--- src/fisr_pkg.sv ---
// Shared constants and binary32 helper functions for the inverse square root pipeline.
package fisr_pkg;

    localparam logic [31:0] MAGIC_K   = 32'h5f3759df;
    localparam logic [31:0] NAN_CANON = 32'h7FC00000;
    localparam logic [31:0] ONE_HALF  = 32'h3F000000;
    localparam logic [31:0] THREE_HALVES = 32'h3FC00000;

    // Operand unpacked for multiplication: significand with hidden bit and an
    // unsigned biased exponent (value = sig * 2^(exp - 150)).
    typedef struct packed {
        logic        sign;
        logic        is_nan;
        logic        is_inf;
        logic        is_zero;
        logic [9:0]  exp;
        logic [23:0] sig;
    } fp_unp_t;

    // Product after the multiplier stage, before rounding.
    typedef struct packed {
        logic        sign;
        logic        is_nan;
        logic        is_inf;
        logic        is_zero;
        logic signed [10:0] exp;
        logic [47:0] prod;
    } fp_prod_t;

    function automatic fp_unp_t fp_unpack(input logic [31:0] a);
        fp_unp_t u;
        u.sign    = a[31];
        u.is_nan  = (a[30:23] == 8'hFF) && (a[22:0] != 23'd0);
        u.is_inf  = (a[30:23] == 8'hFF) && (a[22:0] == 23'd0);
        u.is_zero = (a[30:0] == 31'd0);
        if (a[30:23] == 8'd0)
        begin
            u.exp = 10'd1;
            u.sig = {1'b0, a[22:0]};
        end
        else
        begin
            u.exp = {2'b00, a[30:23]};
            u.sig = {1'b1, a[22:0]};
        end
        return u;
    endfunction

    // Round a nonzero magnitude m * 2^(e - 150 - 23) to binary32, RNE.
    // m is 48 bits; leading-one search covers that width in one priority loop.
    function automatic logic [31:0] fp_round(input logic sign, input logic signed [11:0] e,
                                             input logic [47:0] m);
        logic [5:0]  lz;
        logic        found;
        logic signed [12:0] be;
        logic [47:0] n;
        logic [74:0] w;
        logic [12:0] sh;
        logic [23:0] keep;
        logic        g;
        logic        st;
        logic [24:0] r;
        logic [8:0]  ef;
        logic [31:0] res;
        lz = 6'd0;
        found = 1'b0;
        for (int i = 47; i >= 0; i--)
        begin
            if (!found && m[i])
            begin
                found = 1'b1;
                lz = 6'(47 - i);
            end
        end
        n = m << lz;
        // n[47] is the leading one; biased exponent of that value
        be = 13'(e) - 13'(lz) + 13'sd1;
        if (be >= 13'sd1)
        begin
            keep = n[47:24];
            g    = n[23];
            st   = |n[22:0];
            ef   = 9'(be);
        end
        else
        begin
            sh = 13'sd1 - be;
            w  = {n, 27'd0};
            if (sh > 13'd26)
                w = {74'd0, |w};
            else
                w = (w >> sh[4:0]) | {74'd0, |(w & ~({75{1'b1}} << sh[4:0]))};
            keep = w[74:51];
            g    = w[50];
            st   = |w[49:0];
            ef   = 9'd0;
        end
        r = {1'b0, keep} + 25'(g && (st || keep[0]));
        if (r[24])
        begin
            r  = r >> 1;
            ef = ef + 9'd1;
        end
        else if (ef == 9'd0 && r[23])
            ef = 9'd1;
        if (ef >= 9'd255)
            res = {sign, 8'hFF, 23'd0};
        else
            res = {sign, ef[7:0], r[22:0]};
        return res;
    endfunction

    // Finish a product: specials, then rounding.
    function automatic logic [31:0] fp_mul_finish(input fp_prod_t p);
        logic [31:0] res;
        if (p.is_nan)
            res = NAN_CANON;
        else if (p.is_inf)
            res = {p.sign, 8'hFF, 23'd0};
        else if (p.is_zero || p.prod == 48'd0)
            res = {p.sign, 31'd0};
        else
            res = fp_round(p.sign, 12'(p.exp), p.prod);
        return res;
    endfunction

    // Multiplier front end: specials and the raw significand product.
    function automatic fp_prod_t fp_mul_start(input logic [31:0] a, input logic [31:0] b);
        fp_unp_t  ua;
        fp_unp_t  ub;
        fp_prod_t p;
        ua = fp_unpack(a);
        ub = fp_unpack(b);
        p.sign    = ua.sign ^ ub.sign;
        p.is_nan  = ua.is_nan || ub.is_nan || (ua.is_inf && ub.is_zero)
                    || (ub.is_inf && ua.is_zero);
        p.is_inf  = ua.is_inf || ub.is_inf;
        p.is_zero = ua.is_zero || ub.is_zero;
        // The product is prod * 2^(exp_a + exp_b - 300), which is prod * 2^(e - 173).
        p.exp     = 11'(ua.exp) + 11'(ub.exp) - 11'sd127;
        p.prod    = ua.sig * ub.sig;
        return p;
    endfunction

    // Front end of 1.5 - t: specials, alignment and the unrounded magnitude.
    // Both significands sit at bits 46:23; the operand with the smaller exponent
    // is shifted right with its lost bits folded into a sticky lsb.
    function automatic fp_prod_t fp_sub_start(input logic [31:0] t);
        fp_unp_t     u;
        fp_prod_t    p;
        logic [47:0] hi_m;
        logic [47:0] lo_m;
        logic [47:0] a15;
        logic [47:0] at;
        logic [8:0]  k;
        logic        t_big;
        u = fp_unpack(t);
        t_big = (u.exp >= 10'd127);
        if (t_big)
        begin
            hi_m  = {1'b0, u.sig, 23'd0};
            lo_m  = {1'b0, THREE_HALVES[22:0] | 24'h800000, 23'd0};
            k     = 9'(u.exp - 10'd127);
            p.exp = 11'(u.exp);
        end
        else
        begin
            hi_m  = {1'b0, THREE_HALVES[22:0] | 24'h800000, 23'd0};
            lo_m  = {1'b0, u.sig, 23'd0};
            k     = 9'(10'd127 - u.exp);
            p.exp = 11'sd127;
        end
        if (k >= 9'd47)
            lo_m = {47'd0, |lo_m};
        else
            lo_m = (lo_m >> k) | {47'd0, |(lo_m & ~({48{1'b1}} << k))};
        a15 = t_big ? lo_m : hi_m;
        at  = t_big ? hi_m : lo_m;
        if (u.sign)
        begin
            p.prod = a15 + at;
            p.sign = 1'b0;
        end
        else if (a15 >= at)
        begin
            p.prod = a15 - at;
            p.sign = 1'b0;
        end
        else
        begin
            p.prod = at - a15;
            p.sign = 1'b1;
        end
        p.is_nan  = u.is_nan;
        p.is_inf  = u.is_inf;
        p.is_zero = 1'b0;
        if (u.is_inf)
            p.sign = !u.sign;
        return p;
    endfunction

endpackage

--- src/fisr_mul_stage.sv ---
// Two-register binary32 multiplier: product register, then rounding register.
module fisr_mul_stage
(
    input  logic        clk,
    input  logic        rst_n,
    input  logic        en,
    input  logic        in_valid,
    input  logic [31:0] a,
    input  logic [31:0] b,
    input  logic [31:0] side_in,
    output logic        out_valid,
    output logic [31:0] prod_bits,
    output logic [31:0] side_out
);

    fisr_pkg::fp_prod_t prod_reg;
    logic               v1_reg;
    logic [31:0]        side1_reg;
    logic               v2_reg;
    logic [31:0]        res_reg;
    logic [31:0]        side2_reg;

    always_ff @(posedge clk or negedge rst_n)
    begin
        if (!rst_n)
        begin
            v1_reg <= 1'b0;
            v2_reg <= 1'b0;
        end
        else if (en)
        begin
            v1_reg <= in_valid;
            v2_reg <= v1_reg;
        end
    end

    always_ff @(posedge clk)
    begin
        if (en)
        begin
            prod_reg  <= fisr_pkg::fp_mul_start(a, b);
            side1_reg <= side_in;
            res_reg   <= fisr_pkg::fp_mul_finish(prod_reg);
            side2_reg <= side1_reg;
        end
    end

    assign out_valid = v2_reg;
    assign prod_bits = res_reg;
    assign side_out  = side2_reg;

endmodule

--- config.mk ---
export PLATFORM = sky130hd
export DESIGN_NAME = fisr_mul_stage
export DESIGN_NICKNAME = d
export VERILOG_FILES = /design/src/fisr_pkg.sv /design/src/fisr_mul_stage.sv
export SDC_FILE = /design/constraint.sdc
export NUM_CORES = 2
export LEC_CHECK = 0
export BUFFER_PORTS_ARGS = -buffer_cell sky130_fd_sc_hd__buf_2
export CORE_ASPECT_RATIO = 1.25
export CORE_UTILIZATION = 60
export CTS_BUF_LIST = sky130_fd_sc_hd__clkbuf_8
export DETAILED_ROUTE_END_ITERATION = 16
export PLACE_DENSITY = 0.77
export SYNTH_ARGS = -nofsm -noshare
export SYNTH_HDL_FRONTEND = slang
export SYNTH_SLANG_ARGS = --single-unit
export TNS_END_PERCENT = 30
--- constraint.sdc ---
create_clock -name clk -period 12.4 [get_ports clk]
set_clock_uncertainty 0.1 [all_clocks]
set_input_delay 1.24 -clock clk [delete_from_list [all_inputs] [get_ports clk]]
set_output_delay 1.24 -clock clk [all_outputs]
set_load 0.03 [all_outputs]
==> impl_metrics.env <==
export IMPL_cts_post_setup_buffers_inserted=0
export IMPL_gpl_final_weighted_congestion=1.10
export IMPL_worst_slew_pin_slew_ps=1230
export IMPL_tritoncts="done"
export IMPL_number_of_instances_in_the_synthesized_netlist=3757
export IMPL_postSynthRegisterBits=161
export IMPL_r2r_cells=31
export IMPL_timing_hold_worst_path_depth=0
export IMPL_area_delta_synth_final_pct=4.95
export IMPL_min_delay_path_class="flip-flop to flip-flop"
export IMPL_dr_total_vias=29100
export IMPL_start_util=0.610
export IMPL_route_layer_met1_wl_mm=38.2
export IMPL_synthDistinctLibCells=125
export IMPL_slew_viol_final=0
export IMPL_setup_tns_final_ps=0
export IMPL_critPathSlowestCell="or4_1"
export IMPL_fmaxAchievable_mhz=90.8
export IMPL_async_flop_share=0.0124
export IMPL_port_buffers=164
export IMPL_timing_final_crit_period_ps=11010
export IMPL_largest_register_ff_count=63
export IMPL_setup_worst_path_start_class="flip-flop"
export IMPL_run_status="finished, final reports clean"
export IMPL_ctsHtreeMaxLevel=4
export IMPL_crit_path_end_kind="flip-flop"
export IMPL_wl_per_cell_um=23.7
export IMPL_drc=0
export IMPL_rsz0062_at_grt="no"
export IMPL_fin_worst_hold_slack_ps=322
export IMPL_post_cts_resize_count=0
export IMPL_globalRouteTotalUtil=0.397
export IMPL_ctsHoldBuffers=0
export IMPL_clk_path_buf_depth=2
export IMPL_syn_num_nets=4552
export IMPL_layout_cells_most_common="nand2_1"
export IMPL_critical_path_max_stage_delay_ps=800
export IMPL_top_layer_used="met5"
export IMPL_die_area_um2=55800
export IMPL_met2RoutedLength_mm=52.5
export IMPL_clock_tree_root_cell="clkbuf_8"
export IMPL_timing_critical_path_arrival_ps=11170
export IMPL_grt_pass1_wl_mm=169
export IMPL_floorplan_die_height_um=264
export IMPL_max_slew_margin=0.159
export IMPL_final_net_count=4569
export IMPL_timing_critical_path_required_ps=12560
export IMPL_worstPathMaxFanout=15
export IMPL_post_route_cells_drive_above_1_share=0.0940
export IMPL_cts_reportedPaths_clkPinSlew_ps=120
export IMPL_core_area_um2=54000
export IMPL_ioPinCount=165
export IMPL_cts_buffers_inserted=17
export IMPL_viasPerCell=6.45
export IMPL_grt_pass1_vias=30200
export IMPL_max_cap_viol_count=0
export IMPL_met3WireLength_mm=8.67
export IMPL_antenna_violating_nets_post_route=0
export IMPL_drt_initial_drc_count=2433
export IMPL_critical_path_class="flip-flop to flip-flop"
export IMPL_placementRows=95
export IMPL_finalCritPeriodShare=0.888
export IMPL_synth_main_ff_cell="edfxtp_1"
export IMPL_layout_cells_most_common_list="nand2_1 (558), inv_1 (550), fa_1 (484)"
export IMPL_global_route_overflow_total=0
export IMPL_setup_violations=0
export IMPL_die_width_um=211
export IMPL_syn_cell_area_um2=32900
export IMPL_tritoncts_num_sinks=161
export IMPL_drtPass1Iterations=9
export IMPL_fill_cells=4672
export IMPL_wirelength_mm=107
export IMPL_grt_antenna_before_repair=5
export IMPL_synth_avg_cell_area_um2=8.76
export IMPL_grt_start_max_net_pins=93
export IMPL_clock_latency_ps=530
export IMPL_yosysWarningCount=0
export IMPL_synth_edff_count=159
export IMPL_dp_hpwl_mm=82.2
export IMPL_finalHoldViolCount=0
export IMPL_synth_yosys_seq_area_share=0.147
==> through the flow <==
step / instances / util / cell area (µm²) / worst slack (ps)
after floorplan: 3757 / - / 32900 / 2730
after global placement: 4482 / 0.632 / 34100 / 1800
after detailed placement: 4482 / 0.632 / 34100 / 1490
after CTS: 4514 / 0.640 / 34500 / 1500
after global routing: 4515 / 0.640 / 34500 / 617
final: 4516 / 0.640 / 34500 / 1390
==> synth_stat cells, types with 19 or more instances <==
cell,count,area [µm²]
nor2_1,195,732
nor3_1,75,375
a21o_1,19,143
mux2_2,28,315
nand3_1,80,400
xor2_1,26,228
and3_1,24,150
fa_1,484,9690
ha_1,211,2640
nor4_1,51,319
o21a_1,23,173
inv_1,549,2060
nand2_1,558,2090
xnor2_1,53,464
and2_1,198,1240
or3_1,23,144
a21oi_1,121,606
edfxtp_1,159,4770
o211ai_1,25,188
a22oi_1,28,210
clkbuf_1,174,653
nand4_1,32,200
o22ai_1,35,219
a31oi_1,20,125
o31ai_1,21,158
a211oi_1,28,210
o21ai_0,86,430
mux2i_1,42,420
==> logic make-up (layout without fill, tap and decap cells) <==
family / count (synthesis) / after routing / synth area share
AO/OA/AOI/OAI: 641 / 641 / 0.143
XOR/XNOR: 79 / 79 / 0.0210
adder cells (fa/ha/maj): 695 / 695 / 0.375
buffers and inverters: 762 / 792 / 0.0902
flip-flops: 161 / 161 / 0.147
multiplexers: 78 / 78 / 0.0270
other: 0 / 2 / 0
AND/OR/NAND/NOR: 1341 / 1341 / 0.197
==> critical path: cells and delay by family, from the launching register on <==
family / cells / cell delay, ps
AND/OR/NAND/NOR: 15 / 5260
buffers and inverters: 1 / 70
flip-flops: 1 / 500
adder cells (fa/ha/maj): 3 / 820
AO/OA/AOI/OAI: 12 / 3980
==> layer usage <==
layer | vias up | GRT usage
li1 | 12700 | -
met1 | 14300 | 0.454
met2 | 1620 | 0.675
met3 | 468 | 0.0745
met4 | 4 | 0.261
met5 | - | 0
==> cell type report <==
type / count / area (µm²) / area share
diodes: 2 / 5.00 / 0.000145
clock buffers: 17 / 234 / 0.00677
flip-flops and latches: 161 / 4820 / 0.140
clock inverters: 15 / 218 / 0.00630
inverters: 555 / 2090 / 0.0604
multi-input cells: 2834 / 25100 / 0.727
well taps: 727 / 910 / 0.0263
repair buffers: 205 / 1130 / 0.0329
==> worst paths after layout <==
kind	slack [ps]	start	endpoint
setup / recovery	1390	prod_reg[35]	prod_bits[9]
min in group asynchronous	370	rst_n	v1_reg
hold reg to reg	320	side1_reg[13]	side_out[13]
max in group asynchronous	11740	rst_n	out_valid
hold / removal	320	side1_reg[13]	side_out[13]
setup reg to reg	1390	prod_reg[35]	prod_bits[9]
Power is not shown: default switching activity piles up to over one toggle a cycle in this logic, so the estimate is an artifact.
